==> config.mk <==
export PLATFORM = sky130hd
export DESIGN_NAME = terminal_key_escape_decoder_top
export DESIGN_NICKNAME = d
export VERILOG_FILES = /design/src/design/tked_pkg.sv /design/src/design/tked_step.sv /design/src/design/tked_out_buf.sv /design/src/design/terminal_key_escape_decoder_top.sv
export SDC_FILE = /design/constraint.sdc
export NUM_CORES = 1
export LEC_CHECK = 0
export ABC_CLOCK_PERIOD_IN_PS = 6000
export BUFFER_PORTS_ARGS = -buffer_cell sky130_fd_sc_hd__buf_2
export CELL_PAD_IN_SITES_DETAIL_PLACEMENT = 0
export CELL_PAD_IN_SITES_GLOBAL_PLACEMENT = 1
export CORE_UTILIZATION = 45
export CTS_BUF_LIST = sky130_fd_sc_hd__clkbuf_2
export CTS_CLUSTER_SIZE = 8
export DETAILED_ROUTE_END_ITERATION = 7
export PLACE_DENSITY = 0.8
export SKIP_CTS_REPAIR_TIMING = 1
export SLEW_MARGIN = 5
export SYNTH_ARGS = -nofsm -noshare
export SYNTH_HDL_FRONTEND = slang
export SYNTH_SLANG_ARGS = --single-unit
==> constraint.sdc <==
create_clock -name clk_i -period 6 [get_ports clk_i]
set_input_delay 1.2 -clock clk_i [delete_from_list [all_inputs] [get_ports clk_i]]
set_output_delay 1.2 -clock clk_i [all_outputs]
set_load 0.02 [all_outputs]
==> src/design/tked_pkg.sv <==
// Package with the shared types, key codes and the lookup function of the key decoder.
`timescale 1ns / 1ps
package tked_pkg;

  localparam int unsigned KeyW   = 10;
  localparam int unsigned ByteW  = 8;
  localparam int unsigned CountW = 16;
  localparam int unsigned AccW   = 8;

  typedef enum logic [1:0] {
    MODE_IDLE = 2'd0,
    MODE_ESC  = 2'd1,
    MODE_SS3  = 2'd2,
    MODE_CSI  = 2'd3
  } mode_e;

  localparam logic [KeyW-1:0] KEY_ESC   = 10'd27;
  localparam logic [KeyW-1:0] KEY_UP    = 10'd256;
  localparam logic [KeyW-1:0] KEY_DOWN  = 10'd257;
  localparam logic [KeyW-1:0] KEY_LEFT  = 10'd258;
  localparam logic [KeyW-1:0] KEY_RIGHT = 10'd259;
  localparam logic [KeyW-1:0] KEY_HOME  = 10'd260;
  localparam logic [KeyW-1:0] KEY_END   = 10'd261;
  localparam logic [KeyW-1:0] KEY_PGUP  = 10'd262;
  localparam logic [KeyW-1:0] KEY_PGDN  = 10'd263;
  localparam logic [KeyW-1:0] KEY_INS   = 10'd264;
  localparam logic [KeyW-1:0] KEY_DEL   = 10'd265;
  localparam logic [KeyW-1:0] KEY_F1    = 10'd266;
  localparam logic [KeyW-1:0] KEY_ALT   = 10'd512;

  localparam logic [ByteW-1:0] CH_ESC   = 8'd27;
  localparam logic [ByteW-1:0] CH_O     = 8'h4F;
  localparam logic [ByteW-1:0] CH_LBRK  = 8'h5B;
  localparam logic [ByteW-1:0] CH_SEMI  = 8'h3B;
  localparam logic [ByteW-1:0] CH_TILDE = 8'h7E;
  localparam logic [ByteW-1:0] CH_0     = 8'h30;
  localparam logic [ByteW-1:0] CH_9     = 8'h39;
  localparam logic [ByteW-1:0] CH_P     = 8'h50;
  localparam logic [ByteW-1:0] CH_S     = 8'h53;
  localparam logic [ByteW-1:0] CH_UA    = 8'h41;
  localparam logic [ByteW-1:0] CH_UZ    = 8'h5A;
  localparam logic [ByteW-1:0] CH_A     = 8'h41;
  localparam logic [ByteW-1:0] CH_B     = 8'h42;
  localparam logic [ByteW-1:0] CH_C     = 8'h43;
  localparam logic [ByteW-1:0] CH_D     = 8'h44;
  localparam logic [ByteW-1:0] CH_F     = 8'h46;
  localparam logic [ByteW-1:0] CH_H     = 8'h48;

  localparam logic [CountW-1:0] EscWaitReset = 16'd200;

  typedef struct packed {
    mode_e             mode;
    logic [AccW-1:0]   accum;
    logic              digit_seen;
    logic [CountW-1:0] idle_count;
  } parse_state_t;

  typedef struct packed {
    parse_state_t    next;
    logic            emit;
    logic [KeyW-1:0] key;
  } step_result_t;

  // Key selected by a tilde final for the given parameter.
  function automatic logic [KeyW-1:0] tilde_key(input logic [AccW-1:0] n);
    logic [KeyW-1:0] k;
    unique case (n)
      8'd1:    k = KEY_HOME;
      8'd2:    k = KEY_INS;
      8'd3:    k = KEY_DEL;
      8'd4:    k = KEY_END;
      8'd5:    k = KEY_PGUP;
      8'd6:    k = KEY_PGDN;
      8'd11:   k = KEY_F1;
      8'd12:   k = KEY_F1 + 10'd1;
      8'd13:   k = KEY_F1 + 10'd2;
      8'd14:   k = KEY_F1 + 10'd3;
      8'd15:   k = KEY_F1 + 10'd4;
      8'd17:   k = KEY_F1 + 10'd5;
      8'd18:   k = KEY_F1 + 10'd6;
      8'd19:   k = KEY_F1 + 10'd7;
      8'd20:   k = KEY_F1 + 10'd8;
      8'd21:   k = KEY_F1 + 10'd9;
      8'd23:   k = KEY_F1 + 10'd10;
      8'd24:   k = KEY_F1 + 10'd11;
      default: k = KEY_ESC;
    endcase
    return k;
  endfunction

endpackage

==> src/design/tked_step.sv <==
// Combinational decode of one byte or idle tick against the current parser state.
`timescale 1ns / 1ps
module tked_step (
  input  tked_pkg::parse_state_t               state_i,
  input  logic [tked_pkg::CountW-1:0]          esc_wait_i,
  input  logic                                 req_type_i,
  input  logic [tked_pkg::ByteW-1:0]           byte_value_i,
  output tked_pkg::step_result_t               result_o
);
  import tked_pkg::*;

  logic [CountW:0]   tick_count;
  logic              timeout;
  logic [11:0]       acc_times_ten;
  logic [AccW-1:0]   acc_sat;
  logic [ByteW-1:0]  lowered;
  parse_state_t      idle_state;

  assign tick_count    = {1'b0, state_i.idle_count} + {{CountW{1'b0}}, 1'b1};
  assign timeout       = tick_count > {1'b0, esc_wait_i};
  assign acc_times_ten = {1'b0, state_i.accum, 3'b000} + {3'b000, state_i.accum, 1'b0}
                       + {8'd0, byte_value_i[3:0]};
  assign acc_sat       = (acc_times_ten > 12'd255) ? 8'd255 : acc_times_ten[AccW-1:0];
  // Upper-case letters are folded to lower case for Alt keys.
  assign lowered       = ((byte_value_i >= CH_UA) && (byte_value_i <= CH_UZ))
                       ? (byte_value_i + 8'd32) : byte_value_i;

  always_comb begin
    idle_state            = '0;
    idle_state.mode       = MODE_IDLE;
    result_o.next         = state_i;
    result_o.emit         = 1'b0;
    result_o.key          = KEY_ESC;
    if (req_type_i) begin
      if (state_i.mode != MODE_IDLE) begin
        if (timeout) begin
          result_o.next = idle_state;
          result_o.emit = 1'b1;
        end else begin
          result_o.next.idle_count = tick_count[CountW-1:0];
        end
      end
    end else begin
      result_o.next.idle_count = '0;
      unique case (state_i.mode)
        MODE_IDLE: begin
          if (byte_value_i == CH_ESC) begin
            result_o.next.mode = MODE_ESC;
          end else begin
            result_o.emit = 1'b1;
            result_o.key  = {2'b00, byte_value_i};
          end
        end
        MODE_ESC: begin
          if (byte_value_i == CH_O) begin
            result_o.next.mode = MODE_SS3;
          end else if (byte_value_i == CH_LBRK) begin
            result_o.next.mode       = MODE_CSI;
            result_o.next.accum      = '0;
            result_o.next.digit_seen = 1'b0;
          end else begin
            result_o.next = idle_state;
            result_o.emit = 1'b1;
            result_o.key  = KEY_ALT | {2'b00, lowered};
          end
        end
        MODE_SS3: begin
          result_o.next = idle_state;
          result_o.emit = 1'b1;
          if ((byte_value_i >= CH_P) && (byte_value_i <= CH_S)) begin
            result_o.key = KEY_F1 + {8'd0, byte_value_i[1:0]};
          end
        end
        MODE_CSI: begin
          if ((byte_value_i >= CH_0) && (byte_value_i <= CH_9)) begin
            result_o.next.accum      = acc_sat;
            result_o.next.digit_seen = 1'b1;
          end else if (byte_value_i == CH_SEMI) begin
            result_o.next.accum = '0;
          end else begin
            result_o.next = idle_state;
            result_o.emit = 1'b1;
            case (byte_value_i)
              CH_A:     result_o.key = KEY_UP;
              CH_B:     result_o.key = KEY_DOWN;
              CH_C:     result_o.key = KEY_RIGHT;
              CH_D:     result_o.key = KEY_LEFT;
              CH_H:     result_o.key = KEY_HOME;
              CH_F:     result_o.key = KEY_END;
              CH_TILDE: result_o.key = state_i.digit_seen ? tilde_key(state_i.accum)
                                                          : KEY_ESC;
              default:  result_o.key = KEY_ESC;
            endcase
          end
        end
        default: result_o.next = idle_state;
      endcase
    end
  end

endmodule

==> src/design/tked_out_buf.sv <==
// Two-entry output register with skid stage for the decoded key codes.
`timescale 1ns / 1ps
module tked_out_buf (
  input  logic                        clk_i,
  input  logic                        rst_ni,
  input  logic                        push_i,
  input  logic [tked_pkg::KeyW-1:0]   push_key_i,
  output logic                        full_o,
  output logic                        out_valid_o,
  input  logic                        out_ready_i,
  output logic [tked_pkg::KeyW-1:0]   key_code_o
);
  import tked_pkg::*;

  logic            main_valid_q, main_valid_d;
  logic            skid_valid_q, skid_valid_d;
  logic [KeyW-1:0] main_key_q, main_key_d;
  logic [KeyW-1:0] skid_key_q, skid_key_d;
  logic            pop;

  assign pop = main_valid_q && out_ready_i;

  always_comb begin
    main_valid_d = main_valid_q;
    skid_valid_d = skid_valid_q;
    main_key_d   = main_key_q;
    skid_key_d   = skid_key_q;
    if (skid_valid_q) begin
      if (pop) begin
        main_key_d   = skid_key_q;
        skid_valid_d = 1'b0;
      end
    end else if (push_i) begin
      if (!main_valid_q || pop) begin
        main_key_d   = push_key_i;
        main_valid_d = 1'b1;
      end else begin
        skid_key_d   = push_key_i;
        skid_valid_d = 1'b1;
      end
    end else if (pop) begin
      main_valid_d = 1'b0;
    end
  end

  always_ff @(posedge clk_i or negedge rst_ni) begin
    if (!rst_ni) begin
      main_valid_q <= 1'b0;
      skid_valid_q <= 1'b0;
    end else begin
      main_valid_q <= main_valid_d;
      skid_valid_q <= skid_valid_d;
    end
  end

  always_ff @(posedge clk_i) begin
    main_key_q <= main_key_d;
    skid_key_q <= skid_key_d;
  end

  assign full_o      = skid_valid_q;
  assign out_valid_o = main_valid_q;
  assign key_code_o  = main_key_q;

endmodule

==> src/design/terminal_key_escape_decoder_top.sv <==
// Top level of the terminal key escape decoder: parser state, config register and output buffer.
`timescale 1ns / 1ps
// While input ready is high, the decoder takes one keyboard byte or idle tick per cycle and
// turns escape sequences into key codes: plain bytes pass through, ESC O P..S gives F1-F4,
// CSI sequences with a decimal parameter give cursor, editing and function keys, and any
// other byte after ESC gives an Alt key (512 plus the byte, letters lowered). Each transfer
// on the input channel is decoded by one combinational step between the parser state
// registers and the output register, so the block sustains one input transfer per clock
// while input ready is high. Items that finish a key produce exactly one output transfer,
// the rest produce none. The output side has a two-entry buffer (output register plus skid
// stage), so the input keeps accepting while a finished key waits to be taken; input ready
// drops only while both entries are full. A sequence that sees more idle ticks than the
// esc_wait register allows is dropped and reported as a plain Escape (27). The esc_wait
// register resets to 200 and is written through its own channel, which is always ready; it
// should only be written while no sequence is in progress.
module terminal_key_escape_decoder_top (
  input  logic                          clk_i,
  input  logic                          rst_ni,
  input  logic                          in_valid_i,
  output logic                          in_ready_o,
  input  logic                          req_type_i,
  input  logic [tked_pkg::ByteW-1:0]    byte_value_i,
  output logic                          out_valid_o,
  input  logic                          out_ready_i,
  output logic [tked_pkg::KeyW-1:0]     key_code_o,
  input  logic                          cfg_valid_i,
  output logic                          cfg_ready_o,
  input  logic [tked_pkg::CountW-1:0]   cfg_data_i
);
  import tked_pkg::*;

  parse_state_t      state_q;
  parse_state_t      state_d;
  step_result_t      step;
  logic [CountW-1:0] esc_wait_q;
  logic              in_xfer;
  logic              buf_full;

  // The configuration write always completes in the cycle it is offered.
  assign cfg_ready_o = 1'b1;

  always_ff @(posedge clk_i or negedge rst_ni) begin
    if (!rst_ni) begin
      esc_wait_q <= EscWaitReset;
    end else if (cfg_valid_i) begin
      esc_wait_q <= cfg_data_i;
    end
  end

  tked_step u_step (
    .state_i      (state_q),
    .esc_wait_i   (esc_wait_q),
    .req_type_i   (req_type_i),
    .byte_value_i (byte_value_i),
    .result_o     (step)
  );

  assign in_ready_o = !buf_full;
  assign in_xfer    = in_valid_i && in_ready_o;
  assign state_d    = in_xfer ? step.next : state_q;

  // Parser state only moves on an accepted input transfer. The all-zero state is idle.
  always_ff @(posedge clk_i or negedge rst_ni) begin
    if (!rst_ni) begin
      state_q <= '0;
    end else begin
      state_q <= state_d;
    end
  end

  tked_out_buf u_out_buf (
    .clk_i       (clk_i),
    .rst_ni      (rst_ni),
    .push_i      (in_xfer && step.emit),
    .push_key_i  (step.key),
    .full_o      (buf_full),
    .out_valid_o (out_valid_o),
    .out_ready_i (out_ready_i),
    .key_code_o  (key_code_o)
  );

  // Outside a CSI sequence the parameter and digit flag stay cleared.
  assert property (@(posedge clk_i) disable iff (!rst_ni)
    (state_q.mode != MODE_CSI) |-> (state_q.accum == '0) && !state_q.digit_seen)
    else $error("CSI parameter left over outside a CSI sequence");

  // No idle ticks are counted outside a sequence.
  assert property (@(posedge clk_i) disable iff (!rst_ni)
    (state_q.mode == MODE_IDLE) |-> (state_q.idle_count == '0))
    else $error("idle count nonzero outside a sequence");

  // A key decoded into an empty buffer shows up on the output in the next cycle.
  assert property (@(posedge clk_i) disable iff (!rst_ni)
    (in_xfer && step.emit && !out_valid_o) |=>
      out_valid_o && (key_code_o == $past(step.key)))
    else $error("decoded key lost on its way to the output");

  // A timed-out sequence returns the parser to idle.
  assert property (@(posedge clk_i) disable iff (!rst_ni)
    (in_xfer && req_type_i && step.emit) |=> (state_q.mode == MODE_IDLE))
    else $error("parser not idle after sequence timeout");

endmodule

==> impl_metrics.py <==
metrics = {
    "status": {
        "status": "completed",
    },
    "worst_setup_path": {
        "cp.required_ns": 6.16,
        "cp_top_family": "simple AND/OR/NAND/NOR gates",
        "reg2reg_from": "state_q[0]",
        "end_kind": "flip-flop",
        "slowest_stage": "a22oi_1",
        "path_class": "flip-flop to flip-flop",
        "startpoint_type": "flip-flop",
        "worstRegToRegCells": 12,
        "path_buf_inv": 0,
        "path_max_fanout": 10,
        "arrival_ns": 4.23,
        "crit_chain": "ha_1 > and4_4 > nand4_4 > xnor2_1 > ha_1 > nand4_1 > a211oi_1 > a211oi_1 > or3b_1 > nand2_1 > nand4_1 > a22oi_1",
        "critPathMaxStageDelay_ns": 0.82,
        "r2r-end": "u_out_buf.key_code_o[3]",
        "reg2reg_slack_ns": 1.93,
    },
    "logic_synthesis": {
        "synth-seq-area-share_pct": 38.1,
        "synth_area_leaders": "dfrtp_1, edfxtp_1, ha_1",
        "synth-edff-count": 20,
        "synth_common_cells": "nand2_1, dfrtp_1, ha_1, o21ai_0, inv_1",
        "yosys_warnings": 0,
        "synth-async-reset-ratio_pct": 69.2,
        "syn_nets": 555,
        "avgSynthCellArea_um2": 9.41,
        "synth_area_um2": 4540,
        "synth_top_cell_by_area": "dfrtp_1",
        "syn_inst": 483,
        "ys_ff_latch": 65,
        "yosysMostFrequentCell": "nand2_1",
        "synth_flop_cell": "dfrtp_1",
        "yosysTopAreaCellShare_pct": 23.1,
        "yosysUniqueCellTypes": 65,
    },
    "die": {
        "die_width_um": 102,
        "rows": 36,
        "die_h_um": 102,
        "core_area_um2": 9770,
        "dieArea_um2": 10500,
        "start_util_pct": 46.5,
        "ios": 43,
    },
    "timing": {
        "clock.fmax_mhz": 246,
        "slew_headroom_pct": 31.5,
        "finalSetupViolations": 0,
        "maxSlewViolCount": 0,
        "setup-tns-final_ns": 0,
        "worst_pin_slew_ns": 1.03,
        "fin_hold_ws_ns": 0.540,
        "hold_viol": 0,
        "skew_ns": 0.0358,
        "period_minus_slack_ns": 4.07,
        "rsz0062_at_grt": "false",
        "period_share_pct": 67.8,
    },
    "pwr": {
        "p_leak_nw": 2.33,
        "power_density_nw_per_um2": 241,
        "peakVddDrop_uv": 198,
        "finalPower_mw": 1.21,
    },
    "global_routing": {
        "use_met2_pct": 34.9,
        "grt_util_met3_pct": 4.86,
        "grt_usage_pct": 20.4,
        "overflow": 0,
        "grt_pass1_wl_um": 16500,
        "grt_busiest_layer": "met2",
        "grt_use_met1_pct": 25.5,
        "grt_pass1_vias": 3500,
        "antenna_found_initial": 0,
        "grt_start_max_net_pins": 46,
    },
    "drt": {
        "drt-total-wl_um": 9880,
        "avgViaCountPerCell": 5.59,
        "ant_nets": 0,
        "route.detailed.drc": 0,
        "drtPass1Iterations": 4,
        "wire_per_inst_um": 15.1,
        "vias": 3649,
        "drt-initial-drc-count": 135,
    },
    "cells_and_area": {
        "final_core_util_pct": 51.3,
        "synthToLayoutAreaGrowth_pct": 10.4,
        "nNetsFinal": 587,
        "layout-drive-gt1-share_pct": 16.5,
        "antenna_cells": 0,
        "final_area_um2": 5020,
    },
    "place": {
        "numPortBuffers": 41,
        "postPlaceCellArea_um2": 4830,
        "finalWeightedCongestion": 0.890,
        "dp_hpwl_um": 7310,
    },
    "cts": {
        "cts_buffers": 9,
        "h-tree-depth": 3,
        "cts_sinks": 65,
        "cts_max_path_buffers": 2,
        "path_clk_slew_ns": 0.20,
        "clk_latency_ns": 0.51,
        "root_buffer": "clkbuf_2",
        "cts_tree": "yes",
    },
    "min_path": {
        "min_path_type": "flip-flop to flip-flop",
        "min_to": "esc_wait_q[3]",
        "holdPathStages": 2,
        "min_from": "esc_wait_q[3]",
    },
    "job": {
        "max_cap_viol_count": 0,
    },
}
## layer usage
metal  wire length, um  vias to the layer above  share of wire (%)
li1                  -                     1814                  -
met1              4460                     1718                 45
met2              4890                      105                 50
met3               372                       12                3.8
met4               150                        0                1.5
met5                 0                        -                  0
## cell type report
type	count	area, um2
fillers	937	4760
repair buffers	43	220
clock inverters	7	143
multi-input cells	362	2580
flip-flops and latches	65	1730
inverters	34	128
clock buffers	9	45.0
well taps	133	166
## registers in the layout (all words and copies together) (netlist names)
signal / flops
u_out_buf.full_o: 1
esc_wait_q: 16
u_out_buf.skid_key_q: 10
u_out_buf.key_code_o: 10
state_q: 27
u_out_buf.out_valid_o: 1
## placed cells by master, fill, tap and decap left out, drive strengths merged, types with 7 or more instances in the layout
cell type	instances
a21oi	21
a22o	13
and3	8
buf	43
clkbuf	9
dfrtp	42
edfxtp	20
ha	40
inv	34
mux2	12
mux2i	10
nand2	52
nand2b	8
nand3	10
nand4	10
nor2	28
nor2b	7
o21ai	45
xnor2	12
## worst reg2reg max path: cells and delay by family (launching register included)
kind	cells	cell delay [ns]
fa+ha+maj	2	0.58
xor+xnor	1	0.19
flops	1	0.48
compound gates	3	1.18
simple gates	6	1.32
## through the flow
stage          std cells  setup WS (ns)
2_1_floorplan        483           2.18
3_3_place_gp         637           2.02
3_5_place_dp         637           1.94
4_1_cts              653           1.93
5_1_grt              653           1.58
6_report             653           1.93
## power breakdown
part	total (mW)	switching, mW	internal, mW
Sequential	0.536	0.0314	0.504
Combinational	0.278	0.173	0.105
Clock	0.395	0.173	0.222
Total	1.21	0.377	0.831
## kinds of logic after synthesis
group	synth area share [%]
compound gates	18.7
xor+xnor	3.28
fa+ha+maj	11.9
buf+inv	5.04
flops	38.1
mux	5.18
other cells	0.0825
simple gates	17.7
## worst max path at each step
| stage | cells after the start | slack [ns] | startpoint | to |
|---|---|---|---|---|
| after floorplan | 13 | 2.18 | state_q[0] | u_out_buf.skid_key_q[0] |
| after global placement | 12 | 2.02 | state_q[0] | u_out_buf.key_code_o[2] |
| after detailed placement | 12 | 1.94 | state_q[0] | u_out_buf.key_code_o[8] |
| after CTS | 12 | 1.93 | state_q[0] | u_out_buf.key_code_o[3] |
| after global routing | 12 | 1.58 | state_q[0] | u_out_buf.key_code_o[3] |
| final | 12 | 1.93 | state_q[0] | u_out_buf.key_code_o[3] |
(Power assumes the default switching activity.)
